[src/hdl/phc_pkg.sv]
`timescale 1ns / 1ps
// ----------------------------------------------------------------------------
// phc_pkg
// Shared types and codes for the polygon hole containment check.
// ----------------------------------------------------------------------------
package phc_pkg;
	localparam logic [2:0] ST_OK       = 3'd0;
	localparam logic [2:0] ST_FEW      = 3'd1;
	localparam logic [2:0] ST_AREA     = 3'd2;
	localparam logic [2:0] ST_OUTSIDE  = 3'd3;
	localparam logic [2:0] ST_OVERFLOW = 3'd4;

	typedef enum logic [1:0] {
		OP_IDLE = 2'd0,
		OP_AREA = 2'd1,
		OP_RAY  = 2'd2
	} op_t;

	typedef struct packed {
		op_t  op;
		logic first;
		logic rd_hole;
	} dp_cmd_t;

	typedef struct packed {
		logic area_small;
		logic pt_in;
	} dp_stat_t;
endpackage

[src/hdl/phc_ctrl.sv]
`timescale 1ns / 1ps
// ----------------------------------------------------------------------------
// phc_ctrl
// Vertex intake bookkeeping and check sequencer.
// ----------------------------------------------------------------------------
module phc_ctrl #(
	parameter int MO = 256,
	parameter int MH = 64,
	parameter int OW = 8,
	parameter int HW = 6
) (
	input  logic               clk,
	input  logic               arst_n,
	input  logic               in_valid,
	output logic               in_ready,
	input  logic               kind,
	input  logic               last,
	output logic               out_valid,
	input  logic               out_ready,
	output logic               accepted,
	output logic [2:0]         status,
	output logic               o_we,
	output logic [OW-1:0]      o_wa,
	output logic               h_we,
	output logic [HW-1:0]      h_wa,
	output logic [HW-1:0]      h_ra,
	output logic [HW-1:0]      h_rb,
	output logic [OW-1:0]      o_ra,
	output logic [OW-1:0]      o_rb,
	output phc_pkg::dp_cmd_t   cmd,
	input  phc_pkg::dp_stat_t  stat
);
	import phc_pkg::*;

	localparam logic [2:0] S_LOAD = 3'd0;
	localparam logic [2:0] S_AREA = 3'd1;
	localparam logic [2:0] S_AWT  = 3'd2;
	localparam logic [2:0] S_RAY  = 3'd3;
	localparam logic [2:0] S_RWT  = 3'd4;
	localparam logic [2:0] S_OUT  = 3'd5;

	logic [2:0]  state_q;
	logic [OW:0] ocnt_q;
	logic [HW:0] hcnt_q;
	logic        oclosed_q, oovf_q, hovf_q;
	logic [HW:0] i_q;
	logic [OW:0] k_q;
	logic [1:0]  w_q;
	logic        res_q;
	logic [2:0]  st_q;
	logic [2:0]  ost_q;

	logic take;
	logic post;
	assign in_ready = state_q == S_LOAD;
	assign take     = in_valid && in_ready;
	assign post     = (state_q == S_OUT) && (!res_q || out_ready);
	assign out_valid = res_q;
	assign status    = ost_q;
	assign accepted  = ost_q == ST_OK;

	logic [OW:0] ob_c;
	assign ob_c  = (kind == 1'b0 && oclosed_q) ? '0 : ocnt_q;
	assign o_we  = take && !kind && ob_c < (OW+1)'(MO);
	assign o_wa  = ob_c[OW-1:0];
	assign h_we  = take && kind && hcnt_q < (HW+1)'(MH);
	assign h_wa  = hcnt_q[HW-1:0];

	// area pass: a = hole[i], b = hole[i-1 wrap]; ray: point hole[i], edge k,k-1
	logic [HW:0] hprev_c;
	logic [OW:0] oprev_c;
	assign hprev_c = (i_q == '0) ? hcnt_q - 1'b1 : i_q - 1'b1;
	assign oprev_c = (k_q == '0) ? ocnt_q - 1'b1 : k_q - 1'b1;
	assign h_ra = i_q[HW-1:0];
	assign h_rb = hprev_c[HW-1:0];
	assign o_ra = k_q[OW-1:0];
	assign o_rb = oprev_c[OW-1:0];

	always_comb begin
		cmd = '0;
		unique case (state_q)
			S_AREA: begin
				cmd.op = OP_AREA; cmd.rd_hole = 1'b1; cmd.first = i_q == '0;
			end
			S_RAY: begin
				cmd.op = OP_RAY; cmd.first = k_q == '0;
			end
			default: ;
		endcase
	end

	always_ff @(posedge clk or negedge arst_n) begin
		if (!arst_n) begin
			state_q <= S_LOAD; ocnt_q <= '0; hcnt_q <= '0; oclosed_q <= 1'b0;
			oovf_q <= 1'b0; hovf_q <= 1'b0; i_q <= '0; k_q <= '0; w_q <= '0;
			res_q <= 1'b0; st_q <= ST_OK; ost_q <= ST_OK;
		end else begin
			if (post) res_q <= 1'b1;
			else if (res_q && out_ready) res_q <= 1'b0;
			unique case (state_q)
				S_LOAD: if (take) begin
					if (!kind) begin
						if (oclosed_q) oovf_q <= 1'b0;
						if (ob_c < (OW+1)'(MO)) ocnt_q <= ob_c + 1'b1;
						else begin
							ocnt_q <= ob_c; oovf_q <= 1'b1;
						end
						oclosed_q <= last;
					end else begin
						oclosed_q <= 1'b1;
						if (hcnt_q < (HW+1)'(MH)) hcnt_q <= hcnt_q + 1'b1;
						else hovf_q <= 1'b1;
						if (last) begin
							i_q <= '0; k_q <= '0;
							if (hovf_q || oovf_q || hcnt_q >= (HW+1)'(MH)) begin
								st_q <= ST_OVERFLOW; state_q <= S_OUT;
							end else if (hcnt_q + 1'b1 < (HW+1)'(3)) begin
								st_q <= ST_FEW; state_q <= S_OUT;
							end else state_q <= S_AREA;
						end
					end
				end
				S_AREA: begin
					w_q <= '0;
					if (i_q == hcnt_q - 1'b1) state_q <= S_AWT;
					else i_q <= i_q + 1'b1;
				end
				S_AWT: begin
					w_q <= w_q + 1'b1;
					if (w_q == 2'd3) begin
						i_q <= '0;
						if (stat.area_small) begin
							st_q <= ST_AREA; state_q <= S_OUT;
						end else state_q <= (ocnt_q == '0) ? S_OUT : S_RAY;
						if (!stat.area_small && ocnt_q == '0) st_q <= ST_OUTSIDE;
					end
				end
				S_RAY: begin
					w_q <= '0;
					if (k_q == ocnt_q - 1'b1) state_q <= S_RWT;
					else k_q <= k_q + 1'b1;
				end
				S_RWT: begin
					w_q <= w_q + 1'b1;
					if (w_q == 2'd3) begin
						k_q <= '0;
						if (!stat.pt_in) begin
							st_q <= ST_OUTSIDE; state_q <= S_OUT;
						end else if (i_q == hcnt_q - 1'b1) begin
							st_q <= ST_OK; state_q <= S_OUT;
						end else begin
							i_q <= i_q + 1'b1; state_q <= S_RAY;
						end
					end
				end
				S_OUT: if (post) begin
					ost_q <= st_q; hcnt_q <= '0; hovf_q <= 1'b0; state_q <= S_LOAD;
				end
				default: state_q <= S_LOAD;
			endcase
		end
	end
endmodule

[config.mk]
export PLATFORM = sky130hd
export DESIGN_NAME = phc_ctrl
export DESIGN_NICKNAME = d
export VERILOG_FILES = /design/src/hdl/phc_pkg.sv /design/src/hdl/phc_ctrl.sv
export SDC_FILE = /design/constraint.sdc
export NUM_CORES = 1
export LEC_CHECK = 0
export ABC_AREA = 1
export BUFFER_PORTS_ARGS = -buffer_cell sky130_fd_sc_hd__buf_2
export CORE_MARGIN = 4
export CORE_UTILIZATION = 40
export DETAILED_ROUTE_END_ITERATION = 12
export PLACE_DENSITY = 0.71
export SKIP_CTS_REPAIR_TIMING = 1
export SLEW_MARGIN = 15
export SYNTH_ARGS = -nofsm -noshare
export SYNTH_HDL_FRONTEND = slang
export SYNTH_SLANG_ARGS = --single-unit
[constraint.sdc]
create_clock -name clk -period 3 [get_ports clk]
set_input_delay 0.3 -clock clk [delete_from_list [all_inputs] [get_ports clk]]
set_output_delay 0.3 -clock clk [all_outputs]
set_load 0.005 [all_outputs]
# Word-level counts from Yosys, hierarchy flattened
# Cells that the tools add are included.
# classes
bitwise_logic	1
reduce_logical	38
n_mux	63
add_sub_neg	9
magnitude_cmp	4
n_eq_ne	24
# ops
operator	n
two-way mux 7 bit	11
two-way mux 3 bit	25
two-way mux 9 bit	7
case mux 7 bit (4 select lines)	1
case mux 9 bit (3 select lines)	1
adder 9 x 1 -> 9 bit, second input constant	2
zero test 9 bit	2
!= test 2 bit, second input constant	9
case mux 3 bit (6 select lines)	1
adder 7 x 1 -> 7 bit, second input constant	2
case mux 7 bit (2 select lines)	1
two-way mux 1 bit	10
AND reduction 5 bit	2
equality test 9 bit	1
logical AND 1 bit	9
less-than comparator 9 bit, second input constant	1
case mux 3 bit (3 select lines)	1
AND reduction 9 bit	1
subtractor 9 x 1 -> 9 bit, second input constant	1
two-way mux 8 bit	1
!= test 2 x 1 -> 1 bit, second input constant	4
AND reduction 8 bit	1
subtractor 8 x 1 -> 8 bit, second input constant	1
equality test 7 bit	1
30 further kinds	43
# totals
output_inout_bits	54
elab_cells	151
ff_bits	47
in_bits	8

# Longest topological paths before layout
# Gate-level depths: netlist (run 1).
# depth
word_depth	8
depth_mapped	15

# Worst setup path before layout (run 1)
# Ideal clock, no wire load.
# synth_path
path_kind	register to output
start	reg i_q[0]
end	out h_rb[3]
arrival_ns	1.759
path_stages_with_launch	7
t_required_ns	2.700
path_buffers	0
path_slack_ns	0.941
path_cell_list	dfrtp_1 -> inv_1 -> ha_1 -> nand2_1 -> nor4_1 -> inv_1 -> o21ai_0
# synth_between
elab_chain_len	2
word_cells_on_any_way	3
classes_between	add/sub (1); mux (1); reduce/logical (1)
# synth_lines
element	line	text
start: declaration	phc_ctrl.sv:46	logic [HW:0] i_q;
start signal: assignment	phc_ctrl.sv:126	else i_q <= i_q + 1'b1;
subtractor 6 x 1 -> 6 bit / zero test 7 bit (equally long branches)	phc_ctrl.sv:72	assign hprev_c = (i_q == '0) ? hcnt_q - 1'b1 : i_q - 1'b1;
two-way mux 6 bit (*)	phc_ctrl.sv:72	
end: declaration	phc_ctrl.sv:27	output logic [HW-1:0] h_rb,
# Every way passes the cells marked *; elsewhere a longest branch is shown, timed or not.

# Worst setup path in the final report (run 1)
# layout_path
start	reg k_q[0]
end	out o_rb[4]
# layout_between
elab_chain_len	2
word_cells_on_any_way	3
classes_between	add/sub (1); mux (1); reduce/logical (1)
# layout_lines
element	line	text
start: declaration	phc_ctrl.sv:47	logic [OW:0] k_q;
start signal: assignment	phc_ctrl.sv:141	else k_q <= k_q + 1'b1;
subtractor 8 x 1 -> 8 bit / zero test 9 bit (equally long branches)	phc_ctrl.sv:73	assign oprev_c = (k_q == '0) ? ocnt_q - 1'b1 : k_q - 1'b1;
two-way mux 8 bit (*)	phc_ctrl.sv:73	
end: declaration	phc_ctrl.sv:29	output logic [OW-1:0] o_rb,
# Marked as above.

==> results of run 1 <==
## metal layers
metal	share of wire (%)	vias to the layer above
met4	0.75	0
met1	48	1722
met5	0	-
li1	-	1924
met3	6.3	8
met2	45	118
## cells in the final DEF (no fill, tap or decap), types with 4 or more instances in the layout
master    instances
nand2_1         153
inv_1            64
nand3_1          64
buf_2            60
nor2_1           59
dfrtp_1          47
xor2_1           21
o21ai_0          20
nand4_1          19
a21oi_1          10
ha_1             10
o21ai_1           9
nor2_2            8
nor3_1            7
inv_2             6
nand2_2           6
o22ai_1           6
xnor2_1           5
clkbuf_8          5
nor4_1            4
## Yosys cell counts, types with 4 or more instances
library cell,number
a21oi_1,10
buf_4,29
dfrtp_1,47
ha_1,10
inv_1,64
inv_2,6
nand2_1,153
nand2_2,6
nand3_1,64
nand4_1,19
nor2_1,59
nor2_2,8
nor3_1,7
nor3_2,4
nor4_1,4
o21ai_0,20
o21ai_1,9
o22ai_1,6
xnor2_1,5
xor2_1,21
## sequential cells by signal (all words and copies together) (netlist names)
register,cells
oclosed_q,1
k_q,9
status,3
hcnt_q,7
out_valid,1
st_q,3
oovf_q,1
i_q,7
state_q,3
ocnt_q,9
w_q,2
hovf_q,1
## worst max path at each step
stage	cells after the start	slack, ns	endpoint	startpoint
floorplan	6	0.94	h_rb[3]	i_q[0]
global placement	9	0.70	cmd[1]	k_q[0]
detailed placement	10	0.58	o_rb[4]	k_q[0]
CTS	10	0.23	o_rb[4]	k_q[0]
global route	10	0.09	o_rb[4]	k_q[0]
finish	10	0.28	o_rb[4]	k_q[0]
## kinds of logic (layout without fill, tap and decap cells)
group,count (synthesis),after routing,synth area share [%]
adder cells (fa/ha/maj),10,10,3.211
XOR/XNOR,26,26,5.845
AND/OR/NAND/NOR,332,332,38.92
multiplexers,2,2,0.5780
buffers and inverters,106,142,13.33
AO/OA/AOI/OAI,55,55,7.933
flip-flops,47,47,30.19
## worst register-to-register path, cell delays in order (launching register included)
cell and delay [ns]:
dfrtp_1 0.43, inv_1 0.21, ha_1 0.31, nand2_1 0.14, nor2_2 0.18, nand3_2 0.14
nand3_1 0.10, nand2_1 0.06, nor2_2 0.16, nand4_4 0.20, nand3_4 0.18, nand2_1 0.07
nand2_1 0.06
## power by group
group	leakage [nW]	total, mW	internal (mW)	switching (mW)
combinational	1.55	2.85	1.03	1.83
sequential	0.622	1.04	0.810	0.235
clock	0.0422	0.383	0.164	0.219
## area by class of cell
| cell class | instances | area (um2) | share of cell area, % |
|---|---|---|---|
| multi-input cells | 425 | 2207 | 52.34 |
| flip-flops and latches | 47 | 1176 | 27.89 |
| repair buffers | 63 | 322.8 | 7.656 |
| inverters | 71 | 267.8 | 6.350 |
| well taps | 129 | 161.4 | 3.828 |
| clock buffers | 7 | 76.32 | 1.810 |
| clock inverters | 1 | 5.005 | 0.1187 |
==> results.toml, run 1 <==
[global_routing]
grt_usage_pct = 17.17
use_met3_pct = 3.311
grt_pass1_wl_um = 16470
grt_max_degree = 48
use_met2_pct = 27.61
grt_pass1_vias = 3529
grt-busiest-layer = "met2"
antenna_found_initial = 0
use_met1_pct = 23.98
gr-total-overflow = 0

[job]
maxCapViolCount = 0

[sta]
fin_worst_skew_ns = 0.01026
fmax_ghz = 0.3682
worst_slack_ns = 0.2837
min_period_over_period_pct = 90.54
slew-limit-headroom_pct = 58.09
grt_setup_unrepaired = "false"
fin_crit_ns = 2.716
tightest_slew_ns = 0.6286
holdWs_ns = -0.007077
tns_ns = 0
hold_viol_final = 5
setup_viol = 0
slew_viol_final = 0

[finish]
drive_gt1_share_pct = 17.26
final_cell_count_no_fill = 743
fin_nets = 631
nFillCells = 961
antenna_cells = 0
utilization_pct = 44.99
design_area_mm2 = 0.004217
syn2layout_area_growth_pct = 8.221

[detailed_routing]
ant_nets = 0
drcViolationCount = 0
wirelength_um = 9388
detail_route.iter0.violations = 228
via_per_inst = 5.077
drt_pass1_iterations = 4
drt-wirelength-per-cell_um = 12.64
num_vias = 3772

[setup_path]
criticalPathCategory = "flip-flop to output port"
worstPathCellList = "inv_1 > ha_1 > nand3_1 > nor2_1 > nand3_1 > nor3_4 > inv_1 > a21oi_1 > a21oi_1 > buf_2"
critPathMaxStageDelay_ns = 0.47
critPathCaptureType = "output port"
cp_data_arrival_time_ns = 2.42
worstPathRequired_ns = 2.70
rr_worst_depth = 12
start_kind = "flip-flop"
critPathBufInv = 3
path_max_fanout = 8
critPathTopFamily = "simple AND/OR/NAND/NOR gates"
r2r_slack_ns = 0.71
slowest_stage = "dfrtp_1"
r2r-start = "ocnt_q[0]"
timing.rr.end = "k_q[2]"

[clock_tree]
clk_pin_slew_ns = 0.09
cts_buffer_depth = 2
h-tree-depth = 2
tritoncts.num_buffers = 5
clk_latency_ns = 0.31
clkSinkCount = 47
cts_root_buffer = "clkbuf_8"
cts_tree = "yes"

[floorplanning]
num_io_pins = 62
die_w_um = 106.7
fp-row-count = 35
chipHeight_um = 106.7
start_util_pct = 41.58
dieArea_mm2 = 0.01138
coreArea_mm2 = 0.009371

[place]
dpl.hpwl_um = 7383
dp_cells = 735
place.gp.congestion = 0.9100
port_buffers = 61
post_dp_cell_area_mm2 = 0.004126
place_ws_ns = 0.5776

[status]
violations = "hold timing"
status = "finished with violations"

[power_and_ir_drop]
total_power_mw = 4.281
ir_drop_mv = 0.6487
leakage_nw = 2.215
power_density_mw_per_mm2 = 1015

[synth]
syn_area_per_cell_um2 = 6.741
yosysWarnings = 0
async_reset_ff_share_pct = 100.0
synth_ff_type = "dfrtp_1"
synth_top_cells_by_area = "dfrtp_1 30%, nand2_1 15%, nand3_1 8.2%"
synth_cell_types = 37
syn_nets = 596
yosysTopAreaCell = "dfrtp_1"
ys_ff_latch = 47
ys_seq_area_share_pct = 30.19
yosysTopAreaCellShare_pct = 30.19
syn_inst = 578
synth-edff-count = 0
synthesis.area_mm2 = 0.003896

[worst_hold_path]
hp-class = "input port to async pin"
No activity file was read; power rests on OpenSTA's default activity.
==> run 2: changes to the inputs <==
--- a/config.mk
+++ b/config.mk
@@ -7,7 +7,7 @@
 export LEC_CHECK = 0
 export ABC_AREA = 1
 export BUFFER_PORTS_ARGS = -buffer_cell sky130_fd_sc_hd__buf_2
-export CORE_MARGIN = 4
+export CORE_MARGIN = 3
 export CORE_UTILIZATION = 40
 export DETAILED_ROUTE_END_ITERATION = 12
 export PLACE_DENSITY = 0.71
==> run 2 against run 1 <==
Clock power increased by 5%. Sequential power about the same. The flow still finishes with violations (hold timing). Setup slack got worse by 0.017 ns. Register-to-register slack got worse by 0.06 ns. Critical path depth unchanged. Largest power group unchanged. Global-route usage increased by 0.69 points. Clock skew increased by 0.0017 ns. Maximum frequency decreased by 0.61%. Worst hold slack got worse by 0.011 ns. Cell count unchanged.
==> results.toml, run 2 (synthesis results as in run 1) <==
[finish]
fin_nets = 631
largest_registers = "k_q (9), ocnt_q (9)"
nFillCells = 996
final_cell_mix = "153 x nand2_1, 64 x inv_1, 64 x nand3_1, 60 x buf_2, 59 x nor2_1"
antenna_cells = 0
drive_gt1_share_pct = 17.43
syn2layout_area_growth_pct = 8.317
design_area_mm2 = 0.004220
layout_commonest_cell = "nand2_1"

[detailed_routing]
drt_pass1_iterations = 4
wirelength_um = 9475
via_per_inst = 5.082
detail_route.iter0.violations = 185
num_vias = 3776
ant_nets = 0
drt-wirelength-per-cell_um = 12.75
drcViolationCount = 0

[setup_path]
crit_start = "k_q[0]"
start_kind = "flip-flop"
critPathCaptureType = "output port"
slowest_stage = "dfrtp_1"
worstPathRequired_ns = 2.70
path_max_fanout = 8
critPathMaxStageDelay_ns = 0.48
r2r-start = "ocnt_q[0]"
worstPathCellList = "inv_1 > ha_1 > nand3_1 > nor2_1 > nand3_1 > nor3_4 > inv_1 > a21oi_1 > a21oi_1 > buf_2"
criticalPathCategory = "flip-flop to output port"
cp_data_arrival_time_ns = 2.43

[clock_tree]
clkSinkCount = 47
h-tree-depth = 2
cts_buffer_depth = 2
clk_pin_slew_ns = 0.10
clk_latency_ns = 0.32
cts_tree = "yes"
tritoncts.num_buffers = 5
cts_root_buffer = "clkbuf_8"

[sta]
slew-limit-headroom_pct = 59.46
min_period_over_period_pct = 91.10
fin_crit_ns = 2.733
slew_viol_final = 0
fin_worst_skew_ns = 0.01199
setup_viol = 0
hold_viol_final = 13
tns_ns = 0
tightest_slew_ns = 0.6080
grt_setup_unrepaired = "false"
holdWs_ns = -0.01785
fmax_ghz = 0.3659

[worst_hold_path]
hp-class = "input port to async pin"

[floorplanning]
fp-row-count = 35
dieArea_mm2 = 0.01096
start_util_pct = 41.58
coreArea_mm2 = 0.009371
chipHeight_um = 104.7
num_io_pins = 62
die_w_um = 104.7

[place]
port_buffers = 61
dpl.hpwl_um = 7407
post_dp_cell_area_mm2 = 0.004126
place.gp.congestion = 0.9150

[global_routing]
grt_pass1_wl_um = 16620
grt_max_degree = 48
antenna_found_initial = 0
grt_usage_pct = 17.86
gr-total-overflow = 0
grt_pass1_vias = 3476

[job]
maxCapViolCount = 0

[power_and_ir_drop]
power_density_mw_per_mm2 = 1017
leakage_nw = 2.214
ir_drop_mv = 0.5686

[status]
violations = "hold timing"
status = "finished with violations"
-- run 2: final timing paths --
check / cells past startpoint / slack, ns / to
min reg2reg: 2 / 0.48 / st_q[1]
max in group asynchronous: 1 / 2.59 / k_q[0]
min in group clk: 4 / 0.25 / out_valid
max: 10 / 0.27 / o_rb[4]
max reg2reg: 12 / 0.65 / k_q[3]
min: 1 / -0.02 / hcnt_q[1]
-- run 2: metal layers --
| metal | global-route usage (%) | wire length, um | vias up |
|---|---|---|---|
| met2 | 28.97 | 4409 | 106 |
| met3 | 3.274 | 598 | 5 |
| met1 | 24.75 | 4422 | 1744 |
| li1 | - | - | 1921 |
| met4 | 4.217 | 44 | 0 |
| met5 | 0 | 0 | - |
-- run 2: layout make-up --
class / count / area, um2 / share of cell area, %
Clock buffer: 6 / 72.57 / 1.720
Inverter: 71 / 267.8 / 6.345
Sequential cell: 47 / 1176 / 27.87
Multi-Input combinational cell: 425 / 2207 / 52.30
Clock inverter: 2 / 12.51 / 0.2965
Tap cell: 129 / 161.4 / 3.824
Timing Repair Buffer: 63 / 322.8 / 7.649
-- run 2: report_power, final --
part,switching [mW],leakage (nW),internal (mW)
registers,0.235,0.622,0.810
clock network,0.238,0.0412,0.164
logic,1.82,1.55,1.03
-- run 2: critical path, delay by kind of cell (launching register included) --
family,cells,cell delay [ns]
and+or+nand+nor,4,0.72
buffers and inverters,3,0.50
DFF,1,0.48
AOI/OAI and AO/OA,2,0.22
adders and majority gates,1,0.20
-- run 2: per-stage QoR --
stage	worst slack, ns	power (mW)	hold slack [ns]	cells	utilization [%]
after floorplan	0.9405	3.154	0.004409	578	-
after global placement	0.7024	3.832	0.4567	735	44.03
after detailed placement	0.5612	3.898	0.4596	735	44.03
after CTS	0.1815	4.305	0.2151	743	44.94
after global routing	0.02189	4.800	0.03696	743	45.03
final	0.2671	4.294	-0.01785	743	45.03
==> run 3: changes to the inputs <==
--- a/config.mk
+++ b/config.mk
@@ -9,10 +9,11 @@
 export BUFFER_PORTS_ARGS = -buffer_cell sky130_fd_sc_hd__buf_2
 export CORE_MARGIN = 3
 export CORE_UTILIZATION = 40
+export CTS_BUF_LIST = sky130_fd_sc_hd__clkbuf_16
 export DETAILED_ROUTE_END_ITERATION = 12
 export PLACE_DENSITY = 0.71
 export SKIP_CTS_REPAIR_TIMING = 1
-export SLEW_MARGIN = 15
+export SLEW_MARGIN = 10
 export SYNTH_ARGS = -nofsm -noshare
 export SYNTH_HDL_FRONTEND = slang
 export SYNTH_SLANG_ARGS = --single-unit
==> run 3 against run 2 <==
Critical path depth did not move. Maximum frequency rose by 1.3%. Cell count rose by 0.13%. Clock skew fell by 0.0053 ns. Critical endpoint unchanged. Sequential share of layout area fell by 0.48 points. Register-to-register slack barely moved. Power rose by 3.7%. Worst hold slack got worse by 0.011 ns. Core utilization rose by 0.79 points. Via count rose by 0.45%. Largest cell class unchanged. Global-route usage barely moved. Cell area rose by 1.7%. The flow still finishes with violations (hold timing).
==> results.toml, run 3 (synthesis results as in run 1) <==
[status]
status = "finished with violations"
violations = "hold timing"

[sta]
slew-limit-headroom_pct = 60.58
setup_viol = 0
tns_ns = 0
fin_crit_ns = 2.697
fmax_ghz = 0.3707
worst_slack_ns = 0.3026
tightest_slew_ns = 0.5913
min_period_over_period_pct = 89.91
holdWs_ns = -0.02897
fin_worst_skew_ns = 0.006730
grt_setup_unrepaired = "false"
hold_viol_final = 20
slew_viol_final = 0

[finish]
largest_registers = "k_q (9), ocnt_q (9)"
syn2layout_area_growth_pct = 10.21
nFillCells = 984
design_area_mm2 = 0.004294
antenna_cells = 0
drive_gt1_share_pct = 17.56
final_cell_mix = "153 x nand2_1, 65 x inv_1, 64 x nand3_1, 61 x buf_2, 59 x nor2_1"
layout_commonest_cell = "nand2_1"
fin_nets = 632

[setup_path]
critPathBufInv = 3
critPathTopFamily = "simple AND/OR/NAND/NOR gates"
path_max_fanout = 8
critPathMaxStageDelay_ns = 0.47
critPathCaptureType = "output port"
slowest_stage = "dfrtp_1"
r2r_slack_ns = 0.65
worstPathRequired_ns = 2.70
rr_worst_depth = 12
start_kind = "flip-flop"
cp_data_arrival_time_ns = 2.40
timing.rr.end = "k_q[3]"
criticalPathCategory = "flip-flop to output port"
worstPathCellList = "inv_1 > ha_1 > nand3_1 > nor2_1 > nand3_1 > nor3_4 > inv_1 > a21oi_1 > a21oi_1 > buf_2"
r2r-start = "ocnt_q[0]"

[global_routing]
use_met2_pct = 29.20
grt_pass1_wl_um = 16680
use_met1_pct = 24.79
grt_max_degree = 48
antenna_found_initial = 0
grt_pass1_vias = 3493
use_met3_pct = 3.274
gr-total-overflow = 0
grt_usage_pct = 17.90
grt-busiest-layer = "met2"

[detailed_routing]
detail_route.iter0.violations = 180
via_per_inst = 5.098
drt-wirelength-per-cell_um = 12.76
num_vias = 3793
wirelength_um = 9492
drt_pass1_iterations = 4
drcViolationCount = 0
ant_nets = 0

[clock_tree]
clk_pin_slew_ns = 0.07
cts_buffer_depth = 2
h-tree-depth = 2
cts_root_buffer = "clkbuf_16"
clk_latency_ns = 0.29
tritoncts.num_buffers = 5
cts_tree = "yes"
clkSinkCount = 47

[place]
place.gp.congestion = 0.9150
place_ws_ns = 0.5612
post_dp_cell_area_mm2 = 0.004126
dpl.hpwl_um = 7407
port_buffers = 61

[job]
maxCapViolCount = 0

[floorplanning]
die_w_um = 104.7
dieArea_mm2 = 0.01096
fp-row-count = 35
coreArea_mm2 = 0.009371
chipHeight_um = 104.7
num_io_pins = 62
start_util_pct = 41.58

[power_and_ir_drop]
power_density_mw_per_mm2 = 1037
leakage_nw = 2.252
ir_drop_mv = 0.5693

[worst_hold_path]
hp-class = "input port to async pin"
[run 3: how the worst max path moves through the flow]
stage / start / endpoint / slack (ns) / cells after the start
floorplan: i_q[0] / h_rb[3] / 0.94 / 6
global placement: k_q[0] / cmd[1] / 0.70 / 9
detailed placement: k_q[0] / cmd[1] / 0.56 / 9
CTS: k_q[0] / cmd[1] / 0.21 / 9
global route: k_q[0] / o_rb[4] / 0.05 / 10
finish: k_q[0] / o_rb[4] / 0.30 / 10
[run 3: stage by stage]
stage | cells | utilization, % | power, mW
3_3_place_gp | 735 | 44.03 | 3.832
3_5_place_dp | 735 | 44.03 | 3.898
4_1_cts | 743 | 45.54 | 4.465
6_report | 744 | 45.82 | 4.455
2_1_floorplan | 578 | - | 3.154
5_1_grt | 744 | 45.82 | 4.962
[run 3: power breakdown]
| group | total, mW | internal, mW | leakage [nW] | switching, mW |
|---|---|---|---|---|
| Clock | 0.553 | 0.305 | 0.0710 | 0.248 |
| Combinational | 2.86 | 1.03 | 1.56 | 1.83 |
| Sequential | 1.05 | 0.811 | 0.622 | 0.235 |
| Total | 4.45 | 2.15 | 2.25 | 2.31 |
[run 3: metal layers]
metal / vias to the layer above / share of wire, %
met3: 11 / 4.9
li1: 1926 / -
met2: 82 / 46
met5: - / 0
met1: 1774 / 48
met4: 0 / 0.92
[run 3: layout make-up]
type	instances	area, um2	share of cell area (%)
Clock buffer	5	125.1	2.914
Tap cell	129	161.4	3.759
Multi-Input combinational cell	425	2207	51.40
Inverter	71	267.8	6.235
Timing Repair Buffer	64	340.3	7.925
Clock inverter	3	16.27	0.3788
Sequential cell	47	1176	27.39
[run 3: worst reg2reg max path, cell delays in order, from the launching register on]
cell and delay (ns):
dfrtp_1 0.43, inv_1 0.21, ha_1 0.33, nand2_1 0.15
nor2_2 0.19, nand3_2 0.14, nand3_1 0.11, nand2_1 0.06
nor2_2 0.16, nand4_4 0.19, nand3_4 0.18, nand2_1 0.07
nand2_1 0.06
